$ cat config.mk
export PLATFORM = sky130hd
export DESIGN_NAME = rbs_addr
export DESIGN_NICKNAME = d
export VERILOG_FILES = /design/src/rtl/core/bilinear_rgba_sampler_core_macros.svh /design/src/rtl/core/rbs_pkg.sv /design/src/rtl/core/rbs_addr.sv
export SDC_FILE = /design/constraint.sdc
export NUM_CORES = 1
export LEC_CHECK = 0
export ABC_AREA = 1
export BUFFER_PORTS_ARGS = -buffer_cell sky130_fd_sc_hd__clkbuf_2
export CELL_PAD_IN_SITES_DETAIL_PLACEMENT = 0
export CELL_PAD_IN_SITES_GLOBAL_PLACEMENT = 1
export CORE_UTILIZATION = 38
export DETAILED_ROUTE_END_ITERATION = 6
export PLACE_DENSITY = 0.95
export SYNTH_ARGS = -nofsm -noshare
export SYNTH_HDL_FRONTEND = slang
export SYNTH_SLANG_ARGS = --single-unit
$ cat constraint.sdc
create_clock -name i_clk -period 7.1 [get_ports i_clk]
set_clock_uncertainty 0.2 [all_clocks]
set_input_delay 1.42 -clock i_clk [delete_from_list [all_inputs] [get_ports i_clk]]
set_output_delay 1.42 -clock i_clk [all_outputs]
set_load 0.05 [all_outputs]
$ cat src/rtl/core/bilinear_rgba_sampler_core_macros.svh
// assertion macros for the bilinear rgba sampler core
// used by files that check their own logic; needs i_clk and i_rst_n in scope
`ifndef BILINEAR_RGBA_SAMPLER_CORE_MACROS_SVH
`define BILINEAR_RGBA_SAMPLER_CORE_MACROS_SVH
`ifndef SYNTH
// checked while out of reset
`define RBS_ASSERT(lbl, prop) \
    lbl: assert property (@(posedge i_clk) disable iff (!i_rst_n) prop) \
        else $error("rbs check failed");
// checked on every edge, reset included
`define RBS_ASSERT_ALWAYS(lbl, prop) \
    lbl: assert property (@(posedge i_clk) prop) else $error("rbs check failed");
`else
`define RBS_ASSERT(lbl, prop)
`define RBS_ASSERT_ALWAYS(lbl, prop)
`endif
`endif

$ cat src/rtl/core/rbs_pkg.sv
// shared types, constants and helpers of the bilinear rgba sampler
// no dependencies
package rbs_pkg;
    localparam int FRAC_BITS    = 8;
    localparam int CHANNEL_BITS = 16;
    localparam int COORD_BITS   = 18;
    localparam int INT_BITS     = COORD_BITS - FRAC_BITS;
    localparam int SIZE_BITS    = 9;
    localparam int POS_BITS     = 8;
    localparam int LIM_BITS     = 13;
    localparam int NUM_CH       = 4;
    localparam int NUM_BANKS    = 4;
    localparam int DEF_MAX_WIDTH  = 256;
    localparam int DEF_MAX_HEIGHT = 256;
    localparam logic [SIZE_BITS-1:0] SIZE_RESET = SIZE_BITS'(256);

    typedef enum logic [0:0] {
        CFG_WIDTH  = 1'b0,
        CFG_HEIGHT = 1'b1
    } t_cfg_idx;

    typedef enum logic [0:0] {
        MODE_WRITE  = 1'b0,
        MODE_SAMPLE = 1'b1
    } t_mode;

    // channel 0 red, 1 green, 2 blue, 3 alpha
    typedef logic [NUM_CH-1:0][CHANNEL_BITS-1:0] t_pix;

    typedef struct packed {
        logic                           mode;
        logic [POS_BITS-1:0]            write_col;
        logic [POS_BITS-1:0]            write_row;
        t_pix                           pix;
        logic signed [COORD_BITS-1:0]   sample_x;
        logic signed [COORD_BITS-1:0]   sample_y;
    } t_in_item;

    // neighbor parities pick the bank of each corner
    typedef struct packed {
        logic                   valid;
        logic                   x0p;
        logic                   x1p;
        logic                   y0p;
        logic                   y1p;
        logic [FRAC_BITS-1:0]   fx;
        logic [FRAC_BITS-1:0]   fy;
    } t_sel;

    // size register to usable limit: zero means one, saturate at max
    function automatic logic [LIM_BITS-1:0] lim_of(input logic [SIZE_BITS-1:0] v,
                                                  input logic [LIM_BITS-1:0] mx);
        logic [LIM_BITS-1:0] ve;
        ve = LIM_BITS'(v);
        if (v == '0) return LIM_BITS'(1);
        else if (ve > mx) return mx;
        else return ve;
    endfunction

    // clamp a signed neighbor index to [0, lim-1]
    function automatic logic [LIM_BITS-1:0] clamp_idx(input logic signed [INT_BITS+1:0] v,
                                                     input logic [LIM_BITS-1:0] lim);
        logic [LIM_BITS-1:0] ve;
        ve = LIM_BITS'($unsigned(v));
        if (v < 0) return '0;
        else if (ve >= lim) return lim - LIM_BITS'(1);
        else return ve;
    endfunction
endpackage

$ cat src/rtl/core/rbs_addr.sv
// address stage: size registers, floor and clamp of neighbors, bank addresses
// depends on rbs_pkg
module rbs_addr import rbs_pkg::*; #(
    parameter int MAX_WIDTH  = DEF_MAX_WIDTH,
    parameter int MAX_HEIGHT = DEF_MAX_HEIGHT,
    parameter int HXW = 1,
    parameter int HYW = 1
) (
    input  logic                        i_clk,
    input  logic                        i_rst_n,
    input  logic                        i_adv,
    input  logic                        i_valid,
    input  t_in_item                    i_item,
    input  logic                        i_cfg_we,
    input  logic [0:0]                  i_cfg_idx,
    input  logic [SIZE_BITS-1:0]        i_cfg_wdata,
    output t_sel                        o_sel,
    output logic [NUM_BANKS-1:0]        o_we,
    output t_pix                        o_wpix,
    output logic [NUM_BANKS-1:0][HYW+HXW-1:0] o_addr
);
    localparam logic [LIM_BITS-1:0] MAXW = LIM_BITS'(MAX_WIDTH);
    localparam logic [LIM_BITS-1:0] MAXH = LIM_BITS'(MAX_HEIGHT);

    logic [LIM_BITS-1:0] r_w_lim, r_h_lim;
    t_sel r_sel;
    logic [NUM_BANKS-1:0] r_we, n_we;
    t_pix r_wpix;
    logic [NUM_BANKS-1:0][HYW+HXW-1:0] r_addr, n_addr;

    logic signed [INT_BITS+1:0] ix0, ix1, iy0, iy1;
    logic [FRAC_BITS-1:0] fx, fy;
    logic [LIM_BITS-1:0] x0, x1, y0, y1, xe, xo, ye, yo;
    logic [LIM_BITS-1:0] wc, wr;
    logic [HXW-1:0] ce, co, wch;
    logic [HYW-1:0] re, ro, wrh;
    logic w_ok;
    t_sel n_sel;

    // size limits, resolved once at write time
    always_ff @(posedge i_clk) begin
        if (!i_rst_n) begin
            r_w_lim <= lim_of(SIZE_RESET, MAXW);
            r_h_lim <= lim_of(SIZE_RESET, MAXH);
        end else if (i_cfg_we) begin
            unique case (t_cfg_idx'(i_cfg_idx))
                CFG_WIDTH:  r_w_lim <= lim_of(i_cfg_wdata, MAXW);
                CFG_HEIGHT: r_h_lim <= lim_of(i_cfg_wdata, MAXH);
                default:    r_w_lim <= r_w_lim;
            endcase
        end
    end

    // floor, ceiling and clamp of both axes
    always_comb begin
        fx  = i_item.sample_x[FRAC_BITS-1:0];
        fy  = i_item.sample_y[FRAC_BITS-1:0];
        ix0 = {{2{i_item.sample_x[COORD_BITS-1]}}, i_item.sample_x[COORD_BITS-1:FRAC_BITS]};
        iy0 = {{2{i_item.sample_y[COORD_BITS-1]}}, i_item.sample_y[COORD_BITS-1:FRAC_BITS]};
        ix1 = ix0 + (INT_BITS+2)'(fx != '0);
        iy1 = iy0 + (INT_BITS+2)'(fy != '0);
        x0 = clamp_idx(ix0, r_w_lim);
        x1 = clamp_idx(ix1, r_w_lim);
        y0 = clamp_idx(iy0, r_h_lim);
        y1 = clamp_idx(iy1, r_h_lim);
        // even and odd neighbor of each axis
        xe = x0[0] ? x1 : x0;
        xo = x0[0] ? x0 : x1;
        ye = y0[0] ? y1 : y0;
        yo = y0[0] ? y0 : y1;
        ce = HXW'(xe >> 1);
        co = HXW'(xo >> 1);
        re = HYW'(ye >> 1);
        ro = HYW'(yo >> 1);
        wc = LIM_BITS'(i_item.write_col);
        wr = LIM_BITS'(i_item.write_row);
        wch = HXW'(wc >> 1);
        wrh = HYW'(wr >> 1);
        w_ok = (wc < MAXW) && (wr < MAXH);

        n_sel.valid = i_valid && (i_item.mode == MODE_SAMPLE);
        n_sel.x0p = x0[0];
        n_sel.x1p = x1[0];
        n_sel.y0p = y0[0];
        n_sel.y1p = y1[0];
        n_sel.fx  = fx;
        n_sel.fy  = fy;

        for (int b = 0; b < NUM_BANKS; b++) begin
            n_we[b] = i_valid && (i_item.mode == MODE_WRITE) && w_ok
                      && (2'(b) == {wr[0], wc[0]});
        end
        if (i_item.mode == MODE_WRITE) begin
            for (int b = 0; b < NUM_BANKS; b++) n_addr[b] = {wrh, wch};
        end else begin
            n_addr[0] = {re, ce};
            n_addr[1] = {re, co};
            n_addr[2] = {ro, ce};
            n_addr[3] = {ro, co};
        end
    end

    // stage register
    always_ff @(posedge i_clk) begin
        if (!i_rst_n) begin
            r_sel.valid <= 1'b0;
            r_we        <= '0;
        end else if (i_adv) begin
            r_sel <= n_sel;
            r_we  <= n_we;
        end
    end

    always_ff @(posedge i_clk) begin
        if (i_adv) begin
            r_wpix    <= i_item.pix;
            r_addr    <= n_addr;
        end
    end

    assign o_sel  = r_sel;
    assign o_we   = r_we;
    assign o_wpix = r_wpix;
    assign o_addr = r_addr;
endmodule

==> metrics.txt <==
# TYPE chip_impl_metric gauge
chip_impl_info{name="run_status",value="finished clean"} 1
chip_impl_metric{name="timing.critical_path.arrival",unit="ns"} 3.85
chip_impl_metric{name="intPower",unit="mW"} 1.132
chip_impl_metric{name="cp_max_fo",unit=""} 5
chip_impl_metric{name="port_buffers",unit=""} 216
chip_impl_info{name="tritoncts",value="done"} 1
chip_impl_info{name="min-delay-path-class",value="reg2reg"} 1
chip_impl_metric{name="finalWorstPathRequiredPeriod",unit="ns"} 3.953
chip_impl_metric{name="netSwitchingFraction",unit="%"} 31.62
chip_impl_metric{name="place_congestion",unit=""} 0.8208
chip_impl_metric{name="synth_warnings",unit=""} 0
chip_impl_metric{name="post_synth.cell_area_avg",unit="um2"} 10.30
chip_impl_metric{name="slew_headroom",unit="%"} 37.68
chip_impl_metric{name="power_dens_cells",unit="mW/mm2"} 241.9
chip_impl_metric{name="final.setup.tns",unit="ns"} 0
chip_impl_metric{name="timing.final.setup_violations",unit=""} 0
chip_impl_metric{name="final_util",unit="%"} 51.29
chip_impl_metric{name="globalRouteOverflowTotal",unit=""} 0
chip_impl_metric{name="max-vdd-ir-drop",unit="mV"} 0.1892
chip_impl_metric{name="cts_setup_buffers",unit=""} 0
chip_impl_metric{name="h-tree-depth",unit=""} 3
chip_impl_metric{name="initial_utilization",unit="%"} 39.42
chip_impl_metric{name="post-route-period-util",unit="%"} 55.67
chip_impl_metric{name="maxClockFrequency",unit="MHz"} 253.0
chip_impl_metric{name="power_leakage",unit="nW"} 3.304
chip_impl_metric{name="final_net_count",unit=""} 903
chip_impl_metric{name="area_overhead_of_the_layout_relative_to_synthesis",unit="%"} 30.13
chip_impl_metric{name="cts_inserted_buffers",unit=""} 9
chip_impl_metric{name="numClockSinks",unit=""} 111
chip_impl_metric{name="synth.yosys.seq_area_share",unit="%"} 58.98
chip_impl_metric{name="first_pass_grt_wire_length",unit="mm"} 19.42
chip_impl_metric{name="die_area",unit="mm2"} 0.01432
chip_impl_info{name="worstSetupPathType",value="in2reg"} 1
chip_impl_info{name="element_type_at_the_critical_path_end",value="flop"} 1
chip_impl_metric{name="placed_cell_area",unit="mm2"} 0.006525
chip_impl_info{name="final_cell_mix",value="215 x sky130_fd_sc_hd__clkbuf_2, 111 x sky130_fd_sc_hd__nand2_1, 88 x sky130_fd_sc_hd__edfxtp_1"} 1
chip_impl_metric{name="place_worst_setup_slack",unit="ns"} 2.750
chip_impl_metric{name="vias",unit=""} 4171
chip_impl_metric{name="postLayoutCellArea",unit="mm2"} 0.006847
chip_impl_metric{name="wirelength",unit="mm"} 12.66
chip_impl_info{name="rsz0062_at_grt",value="false"} 1
chip_impl_info{name="final_common_cell",value="sky130_fd_sc_hd__clkbuf_2"} 1
chip_impl_metric{name="synth.top_cell.area_share",unit="%"} 50.23
chip_impl_info{name="cts_root_buffer",value="sky130_fd_sc_hd__clkbuf_16"} 1
chip_impl_metric{name="fp.dieH",unit="um"} 119.7
chip_impl_metric{name="final-hold-violation-count",unit=""} 0
chip_impl_metric{name="worstPathRequired",unit="ns"} 7.00
chip_impl_metric{name="grt_pass1_vias",unit=""} 3852
chip_impl_metric{name="clk-insertion-delay-late",unit="ns"} 0.34
chip_impl_metric{name="ratio_of_cells_with_drive_above_1_in_the_final_layout",unit="%"} 33.70
chip_impl_metric{name="drv_slew",unit=""} 0
chip_impl_metric{name="route.antenna.remaining_nets",unit=""} 0
chip_impl_metric{name="tightest_slew",unit="ns"} 0.9314
chip_impl_metric{name="fp-row-count",unit=""} 42
chip_impl_info{name="leading_post_synthesis_cells_by_cell_area",value="sky130_fd_sc_hd__edfxtp_1 50%, sky130_fd_sc_hd__ha_1 9.5%, sky130_fd_sc_hd__dfxtp_1 8.8%"} 1
chip_impl_metric{name="synth_cell_types",unit=""} 29
chip_impl_info{name="netlist.top_cell.by_area",value="sky130_fd_sc_hd__edfxtp_1"} 1
chip_impl_metric{name="max_cap_viol_count",unit=""} 0
chip_impl_metric{name="hold_buffers",unit=""} 0
chip_impl_metric{name="vias_per_cell",unit=""} 4.573
chip_impl_metric{name="final_critical_path_setup_slack",unit="ns"} 3.147
chip_impl_metric{name="postCtsResizedCells",unit=""} 0
chip_impl_metric{name="postSynthCellCount",unit=""} 511
chip_impl_metric{name="die-width",unit="um"} 119.7
chip_impl_metric{name="ffs_latches_synth",unit=""} 111
chip_impl_metric{name="wire_per_inst",unit="um"} 13.88
chip_impl_metric{name="grt_start_max_net_pins",unit=""} 73
chip_impl_metric{name="switching_power",unit="uW"} 523.7
chip_impl_metric{name="synth_fp_nets",unit=""} 683
chip_impl_metric{name="diodes",unit=""} 0
chip_impl_metric{name="detailedRoute.firstPassIterationCount",unit=""} 5
chip_impl_metric{name="floorplan_core_area",unit="mm2"} 0.01335
chip_impl_metric{name="clock_power_share",unit="%"} 32.0
chip_impl_metric{name="cts-root-to-sink-buffers",unit=""} 2
chip_impl_metric{name="hpwlAfterDp",unit="mm"} 10.39
chip_impl_info{name="worst_setup_path_start_kind",value="input port"} 1
chip_impl_metric{name="p_comb_share",unit="%"} 21.6
chip_impl_metric{name="drc",unit=""} 0
chip_impl_metric{name="setup.reg_to_reg.worst_slack",unit="ns"} 4.92
chip_impl_metric{name="syn_area",unit="mm2"} 0.005261
chip_impl_metric{name="design.portCount",unit=""} 229
chip_impl_metric{name="power_frac_seq",unit="%"} 46.4
chip_impl_metric{name="drtIter0Drc",unit=""} 271
chip_impl_metric{name="clkTransAtPathRegs",unit="ns"} 0.08
chip_impl_metric{name="antenna_found_initial",unit=""} 0
chip_impl_metric{name="globalRouteTotalUtil",unit="%"} 17.72
-- power by group through the flow --
stage / Sequential [mW] / Clock (mW) / Combinational [mW]
3_5_place_dp: 0.784 / 0 / 0.359
4_1_cts: 0.769 / 0.542 / 0.361
5_1_grt: 0.773 / 0.567 / 0.390
6_report: 0.769 / 0.530 / 0.358
2_1_floorplan: 0.922 / 0 / 0.109
3_3_place_gp: 0.781 / 0 / 0.356
-- flip-flops by register name, indices dropped and copies added, names as in the netlist --
name and flops:
r_w_lim 9, o_addr 4, r_h_lim 9, o_we 4, o_sel 21, o_wpix 64
-- worst paths after layout --
kind,startpoint,endpoint,cells past startpoint
worst max-delay path,i_item[23],o_addr[2],21
worst min-delay path,r_h_lim[8],r_h_lim[8],2
worst max register to register,r_h_lim[8],o_addr[5],13
worst min register to register,r_h_lim[8],r_h_lim[8],2
-- logic make-up (layout without fill, tap and decap cells) --
| group | Yosys count | after routing | synth area share (%) |
|---|---|---|---|
| AO/OA/AOI/OAI | 59 | 59 | 6.017 |
| XOR/XNOR | 14 | 14 | 2.331 |
| buffers and inverters | 87 | 312 | 6.492 |
| adder cells (fa/ha/maj) | 40 | 40 | 9.512 |
| flip-flops | 111 | 111 | 58.98 |
| AND/OR/NAND/NOR | 200 | 200 | 16.67 |
-- layer usage --
metal / global-route usage (%) / routed length (um)
met5: 0 / 0
met4: 3.125 / 56
met2: 30.24 / 6118
met3: 5.086 / 886
met1: 22.47 / 5599
-- metrics by stage --
stage / instances / total power [mW] / hold slack (ns)
6_report: 912 / 1.656 / 0.2830
5_1_grt: 912 / 1.730 / 0.3034
4_1_cts: 912 / 1.672 / 0.2796
3_5_place_dp: 896 / 1.143 / 0.2688
3_3_place_gp: 896 / 1.137 / 0.2601
2_1_floorplan: 511 / 1.031 / 0.2460
-- Yosys cell counts --
master and n:
sky130_fd_sc_hd__nor2_4 2, sky130_fd_sc_hd__nand2_2 2, sky130_fd_sc_hd__ha_1 40, sky130_fd_sc_hd__nand2_4 1, sky130_fd_sc_hd__nor4_1 5, sky130_fd_sc_hd__nand3_1 25
sky130_fd_sc_hd__clkbuf_1 4, sky130_fd_sc_hd__xor2_1 11, sky130_fd_sc_hd__o21ai_0 19, sky130_fd_sc_hd__nand3_2 3, sky130_fd_sc_hd__edfxtp_1 88, sky130_fd_sc_hd__nand4_1 5
sky130_fd_sc_hd__buf_4 4, sky130_fd_sc_hd__nand2_1 111, sky130_fd_sc_hd__a21oi_1 31, sky130_fd_sc_hd__dfxtp_1 23, sky130_fd_sc_hd__nor2_2 3, sky130_fd_sc_hd__nor2_1 38
sky130_fd_sc_hd__o22ai_1 4, sky130_fd_sc_hd__nand3b_1 2, sky130_fd_sc_hd__o211ai_1 2, sky130_fd_sc_hd__inv_2 1, sky130_fd_sc_hd__inv_1 78, sky130_fd_sc_hd__or2_2 2
sky130_fd_sc_hd__nor3b_1 1, sky130_fd_sc_hd__a41oi_1 1, sky130_fd_sc_hd__xnor2_1 3, sky130_fd_sc_hd__o32ai_1 1, sky130_fd_sc_hd__a21oi_2 1
-- area by class of cell --
class	count	area, um2
timing repair buffer	217	1089
fill	1265	6501
multi-input combinational	313	1817
sequential	111	3103
clock buffer	9	225.2
tap	176	220.2
inverter	79	296.5
clock inverter	7	96.34
-- critical path, stage by stage --
cell and delay (ns):
sky130_fd_sc_hd__clkbuf_2 0.09, sky130_fd_sc_hd__nor4_1 0.30, sky130_fd_sc_hd__nand2_1 0.17, sky130_fd_sc_hd__ha_1 0.26, sky130_fd_sc_hd__nand3_2 0.09, sky130_fd_sc_hd__nor2_4 0.05
sky130_fd_sc_hd__nand4_1 0.08, sky130_fd_sc_hd__xor2_1 0.14, sky130_fd_sc_hd__inv_1 0.05, sky130_fd_sc_hd__ha_1 0.29, sky130_fd_sc_hd__nand2_1 0.07, sky130_fd_sc_hd__nor2_1 0.19
sky130_fd_sc_hd__nand3_1 0.11, sky130_fd_sc_hd__nand3b_1 0.10, sky130_fd_sc_hd__nor2_2 0.06, sky130_fd_sc_hd__nand2_2 0.07, sky130_fd_sc_hd__nand2_2 0.05, sky130_fd_sc_hd__nand3_2 0.07
sky130_fd_sc_hd__nand2_1 0.05, sky130_fd_sc_hd__nand2_1 0.08, sky130_fd_sc_hd__nand2_1 0.05
No activity file was read; power rests on OpenSTA's default activity.
